[config.mk]
export PLATFORM = sky130hd
export DESIGN_NAME = mmeq_decode
export DESIGN_NICKNAME = d
export VERILOG_FILES = /design/src/rtl/core/mmeq_pkg.sv /design/src/rtl/core/mmeq_decode.sv
export SDC_FILE = /design/constraint.sdc
export NUM_CORES = 1
export LEC_CHECK = 0
export BUFFER_PORTS_ARGS = -buffer_cell sky130_fd_sc_hd__buf_2
export CAP_MARGIN = 10
export CORE_UTILIZATION = 26
export DETAILED_ROUTE_END_ITERATION = 8
export GPL_TIMING_DRIVEN = 0
export PLACE_DENSITY = 0.9
export REMOVE_ABC_BUFFERS = 1
export SYNTH_ARGS = -nofsm -noshare
export SYNTH_HDL_FRONTEND = slang
export SYNTH_SLANG_ARGS = --single-unit
[constraint.sdc]
create_clock -name vclk -period 0.9
set_input_delay 0.09 -clock vclk [all_inputs]
set_output_delay 0.09 -clock vclk [all_outputs]
set_load 0.1 [all_outputs]
[src/rtl/core/mmeq_pkg.sv]
// Types and constants shared by the MIDI event queue modules.
`timescale 1ns / 1ps

package mmeq_pkg;

	localparam int IN_TDATA_W  = 64;
	localparam int OUT_TDATA_W = 72;
	localparam int STAMP_W     = 32;

	// Upper nibble of the status byte for each channel message.
	localparam logic [3:0] NIB_NOTE_OFF = 4'h8;
	localparam logic [3:0] NIB_NOTE_ON  = 4'h9;
	localparam logic [3:0] NIB_POLY_AT  = 4'hA;
	localparam logic [3:0] NIB_CC       = 4'hB;
	localparam logic [3:0] NIB_PROGRAM  = 4'hC;
	localparam logic [3:0] NIB_PRESSURE = 4'hD;
	localparam logic [3:0] NIB_BEND     = 4'hE;

	localparam logic [1:0] LEN_SHORT = 2'd2;
	localparam logic [1:0] LEN_FULL  = 2'd3;

	localparam logic [15:0] BEND_BIAS = 16'd8192;

	typedef enum logic [2:0] {
		RC_STORED  = 3'd0,
		RC_NOPARSE = 3'd1,
		RC_FULL    = 3'd2,
		RC_POPPED  = 3'd3,
		RC_EMPTY   = 3'd4
	} rc_t;

	typedef enum logic [2:0] {
		KIND_NOTE_ON  = 3'd0,
		KIND_NOTE_OFF = 3'd1,
		KIND_CC       = 3'd2,
		KIND_BEND     = 3'd3,
		KIND_PROGRAM  = 3'd4,
		KIND_POLY_AT  = 3'd5,
		KIND_PRESSURE = 3'd6
	} kind_t;

	// Stored event, kind in the lowest bits.
	typedef struct packed {
		logic [15:0] bend;
		logic [7:0]  second;
		logic [7:0]  first;
		logic [3:0]  channel;
		kind_t       kind;
	} event_t;

	localparam int EVENT_W = $bits(event_t);

	typedef struct packed {
		logic   ok;
		event_t evt;
	} dec_t;

endpackage

[src/rtl/core/mmeq_decode.sv]
// Channel message decoder: classifies a message and packs it as an event.
`timescale 1ns / 1ps

module mmeq_decode
	import mmeq_pkg::*;
(
	input  logic [7:0] status_byte,
	input  logic [7:0] first_data,
	input  logic [7:0] second_data,
	input  logic [1:0] msg_length,
	output dec_t       dec
);

	logic [15:0] bend_raw;
	logic [1:0]  need;
	logic        known;

	assign bend_raw = (({8'd0, second_data} << 7) | {8'd0, first_data}) - BEND_BIAS;

	always_comb begin
		known          = 1'b1;
		need           = LEN_FULL;
		dec.evt.kind    = KIND_NOTE_ON;
		dec.evt.channel = status_byte[3:0];
		dec.evt.first   = first_data;
		dec.evt.second  = second_data;
		dec.evt.bend    = '0;
		unique case (status_byte[7:4])
			NIB_NOTE_ON: begin
				// A note on with zero velocity is a note off.
				dec.evt.kind = (second_data == 8'd0) ? KIND_NOTE_OFF : KIND_NOTE_ON;
			end
			NIB_NOTE_OFF: dec.evt.kind = KIND_NOTE_OFF;
			NIB_CC:       dec.evt.kind = KIND_CC;
			NIB_POLY_AT:  dec.evt.kind = KIND_POLY_AT;
			NIB_BEND: begin
				dec.evt.kind   = KIND_BEND;
				dec.evt.first  = '0;
				dec.evt.second = '0;
				dec.evt.bend   = bend_raw;
			end
			NIB_PROGRAM: begin
				dec.evt.kind   = KIND_PROGRAM;
				dec.evt.second = '0;
				need           = LEN_SHORT;
			end
			NIB_PRESSURE: begin
				dec.evt.kind   = KIND_PRESSURE;
				dec.evt.second = '0;
				need           = LEN_SHORT;
			end
			default: known = 1'b0;
		endcase
		dec.ok = known && (msg_length != 2'd0) && (msg_length >= need);
	end

endmodule
==> flow_metrics.py, run 1 <==
metrics = {
    "status": {
        "status": "aborted with a tool error",
        "failed_stage": "4_1_cts",
        "toolErrorMsg": "[ERROR DPL-0038] Utilization greater than 100%, impossible to legalize",
    },
    "cts": {
        "holdBufCountCts": 0,
        "cts_resized": 174,
        "cts_setup_buffers": 6,
    },
    "yosys": {
        "ys_seq_area_share_pct": 0,
        "synth_warnings": 0,
        "yosys.area.top_type": "and2_1",
        "syn_area_per_cell_um2": 6.52,
        "synthDominantCellAreaShare_pct": 22.0,
        "synth.distinct_cells": 22,
        "synthTopCellsByArea": "and2_1 22%, nor2b_1 22%, buf_4 7.5%",
        "synth_cells": 61,
        "synth_area_um2": 398,
    },
    "place": {
        "gp_congestion": 0.663,
        "numPortBuffers": 58,
        "dp_cells": 128,
        "hpwlAfterDp_mm": 1.09,
    },
    "die": {
        "start_util_pct": 29.1,
        "core.rowCount": 13,
        "io_pins": 66,
        "dieWidth_um": 41.1,
        "dieHeight_um": 41.1,
    },
}
metrics by stage:
stage / instance area, µm² / TNS, ns / worst slack (ns)
floorplan: 345 / -26.57 / -1.67
detailed placement: 654 / -13.99 / -0.684
global placement: 654 / -12.74 / -0.688
synthesized netlist by cell type, drive strengths merged:
cell type  count
nand2          4
buf            6
nand2b         2
and2          14
nor2b         14
and2b          1
nor2           6
nor3           2
a211oi         1
a31oi          1
o21a           2
a21oi          1
nor4           1
inv            3
ha             1
nor4b          1
o21ai          1
cells by family after synthesis:
kind of cell	count (synthesis)	share of synthesized area, %
AND/OR/NAND/NOR	45	69.8
buffers and inverters	9	16.0
AO/OA/AOI/OAI	6	11.0
adder cells (fa/ha/maj)	1	3.14
==> run 2, diff against run 1 <==
- CORE_AREA: not set -> 2 2 63 65
- CORE_UTILIZATION: 26 -> not set
- DIE_AREA: not set -> 0 0 65 67
- PLACE_DENSITY: 0.9 -> not set
- PLACE_DENSITY_LB_ADDON: not set -> 0.15
- clock period: 0.9 -> 1.2 ns (I/O delays scaled with it)
==> flow_metrics.py, run 2 <==
metrics = {
    "timing": {
        "slew_headroom_pct": 81.3,
        "clock.fmax_mhz": 780,
        "slew_violations": 0,
        "final-setup-viol-count": 1,
        "worst_slack_ns": -0.0817,
        "worstMarginPinSlew_ns": 0.283,
        "hold_violations": 0,
        "rsz0062_at_grt": "yes",
        "min_period_ns": 1.28,
        "finalCritPeriodShare_pct": 107,
    },
    "layout": {
        "nFlopsAndLatches": 0,
        "syn2layout_area_growth_pct": 162,
        "postLayoutCellArea_mm2": 0.00104,
        "final-seq-area_um2": 0,
        "num-fill-cells": 398,
        "multi_input_area_um2": 418,
        "clock_buffers": 0,
        "mostFrequentLayoutCells": "20 x buf_4, 19 x buf_2, 14 x nor2b_1, 9 x buf_12, 8 x buf_6",
        "mostFrequentLayoutCell": "buf_4",
        "drive_gt1_share_pct": 66.4,
        "fin_nets": 145,
        "diodes": 0,
    },
    "routing": {
        "ant_nets": 0,
        "firstDrtPassIters": 2,
        "drc": 0,
        "avgViaCountPerCell": 3.85,
        "drtIter0Drc": 12,
        "wl_per_cell_um": 11.7,
        "wirelength_mm": 1.91,
        "num_vias": 631,
    },
    "place": {
        "numPortBuffers": 58,
        "place_area_um2": 696,
        "hpwlAfterDp_mm": 1.29,
        "gp_congestion": 0.658,
        "post-place-ws_ns": -0.523,
    },
    "pwr": {
        "comb_power_share_pct": 100.0,
        "power_density_mw_per_mm2": 625,
        "ir_drop_mv": 0.139,
        "finalPower_uw": 651,
        "p_seq_share_pct": 0,
        "p_switching_uw": 490,
        "power.leakage_uw": 0.000485,
        "p_sw_share_pct": 75.3,
        "power_frac_clock_pct": 0,
        "p_int_uw": 161,
    },
    "global_route": {
        "grt_use_met2_pct": 16.8,
        "grt_pass1_vias": 575,
        "busiest_layer": "met2",
        "grt_max_degree": 12,
        "grt_overflow_total": 0,
        "grt_use_met3_pct": 1.69,
        "grt_first_pass_wirelength_mm": 2.83,
        "met1_usage_pct": 8.50,
        "antenna_found_initial": 0,
        "grt_usage_pct": 7.99,
    },
    "die": {
        "start_util_pct": 11.0,
        "core.rowCount": 22,
        "dieHeight_um": 67,
        "dieWidth_um": 65,
        "die_area_mm2": 0.00436,
        "design.core.area_mm2": 0.00361,
        "io_pins": 66,
    },
    "yosys": {
        "synth_area_um2": 398,
        "synthTopCellsByArea": "and2_1 22%, nor2b_1 22%, buf_4 7.5%",
        "synth_cells": 61,
        "synth_common_cells": "14 x and2_1, 14 x nor2b_1, 4 x buf_4, 4 x nor2_1",
        "syn_area_per_cell_um2": 6.52,
        "yosys.area.top_type": "and2_1",
        "synth.distinct_cells": 22,
        "synthDominantCellAreaShare_pct": 22.0,
        "synth_warnings": 0,
        "ys_seq_area_share_pct": 0,
    },
    "worst_setup_path": {
        "critPathMaxFanout": 2,
        "crit_type": "input pin to output port",
        "worst_ep_required_time_ns": 1.08,
        "critPathCaptureType": "output port",
        "cp.arrival_ns": 1.16,
        "worstSetupStartpointType": "input pin",
    },
    "flow_run": {
        "drv_cap": 0,
    },
    "status": {
        "violations": "negative setup slack",
        "status": "finished with violations",
    },
    "hold_path": {
        "hp-start": "status_byte[2]",
        "hold_end": "dec[5]",
        "whs_path_depth": 0,
        "hp-class": "input pin to output port",
    },
}
## run 2: cell counts after synthesis
Identical to the previous run, type by type.
## run 2: logic make-up after synthesis
family	count (synthesis)	share of synthesized area [%]
buffers and inverters	9	16.0
and+or+nand+nor	45	69.8
AOI/OAI and AO/OA	6	11.0
adders and majority gates	1	3.14
## run 2: worst max path at each step
stage / startpoint / endpoint / cells after the start
after floorplan: second_data[6] / dec[37] / 3
after global placement: second_data[6] / dec[0] / 7
after detailed placement: second_data[6] / dec[0] / 7
after CTS: second_data[7] / dec[0] / 7
after global routing: second_data[7] / dec[0] / 7
final: second_data[7] / dec[0] / 7
## run 2: routing by layer
| layer | vias up | share of wire [%] | wire length, µm |
|---|---|---|---|
| met3 | 0 | 11 | 218 |
| li1 | 306 | - | - |
| met5 | - | 0 | 0 |
| met4 | 0 | 0 | 0 |
| met1 | 281 | 40 | 769 |
| met2 | 44 | 48 | 924 |
## run 2: final cells by class
type,count,area share (%)
inverter,3,1.80
tap,48,5.76
multi-input combinational,55,40.1
timing repair buffer,58,52.3
## run 2: power by group through the flow
stage          logic [µW]  clock network, µW  registers, µW
3_3_place_gp          557                  0              0
3_5_place_dp          558                  0              0
2_1_floorplan         450                  0              0
6_report              651                  0              0
5_1_grt               677                  0              0
4_1_cts               626                  0              0
## run 2: critical path: stages
cell	delay (ns)
buf_6	0.10
inv_4	0.05
ha_4	0.12
nor4b_4	0.20
nand2_1	0.10
a211oi_2	0.21
buf_6	0.25
## run 2: metrics by stage
stage                     cells  TNS (ns)  utilization, %  hold slack (ns)
after floorplan              55    -17.93               -            0.240
after global placement      161     -5.73            19.3            0.241
after detailed placement    161     -6.29            19.3            0.241
after CTS                   163    -0.104            25.5            0.241
after global routing        164    -0.246            28.9            0.241
final                       164   -0.0817            28.9            0.241
## run 2: what timing repair did
action / 4_1_cts / 5_1_grt
setup endpoints to repair: 33 / 21
hold buffers: 0 / 0
resized for setup: 65 / 32
setup buffers: 0 / 0
gates cloned: 2 / 1
pin swaps: 4 / 3
Note: power is estimated with default switching activity, not from simulation.
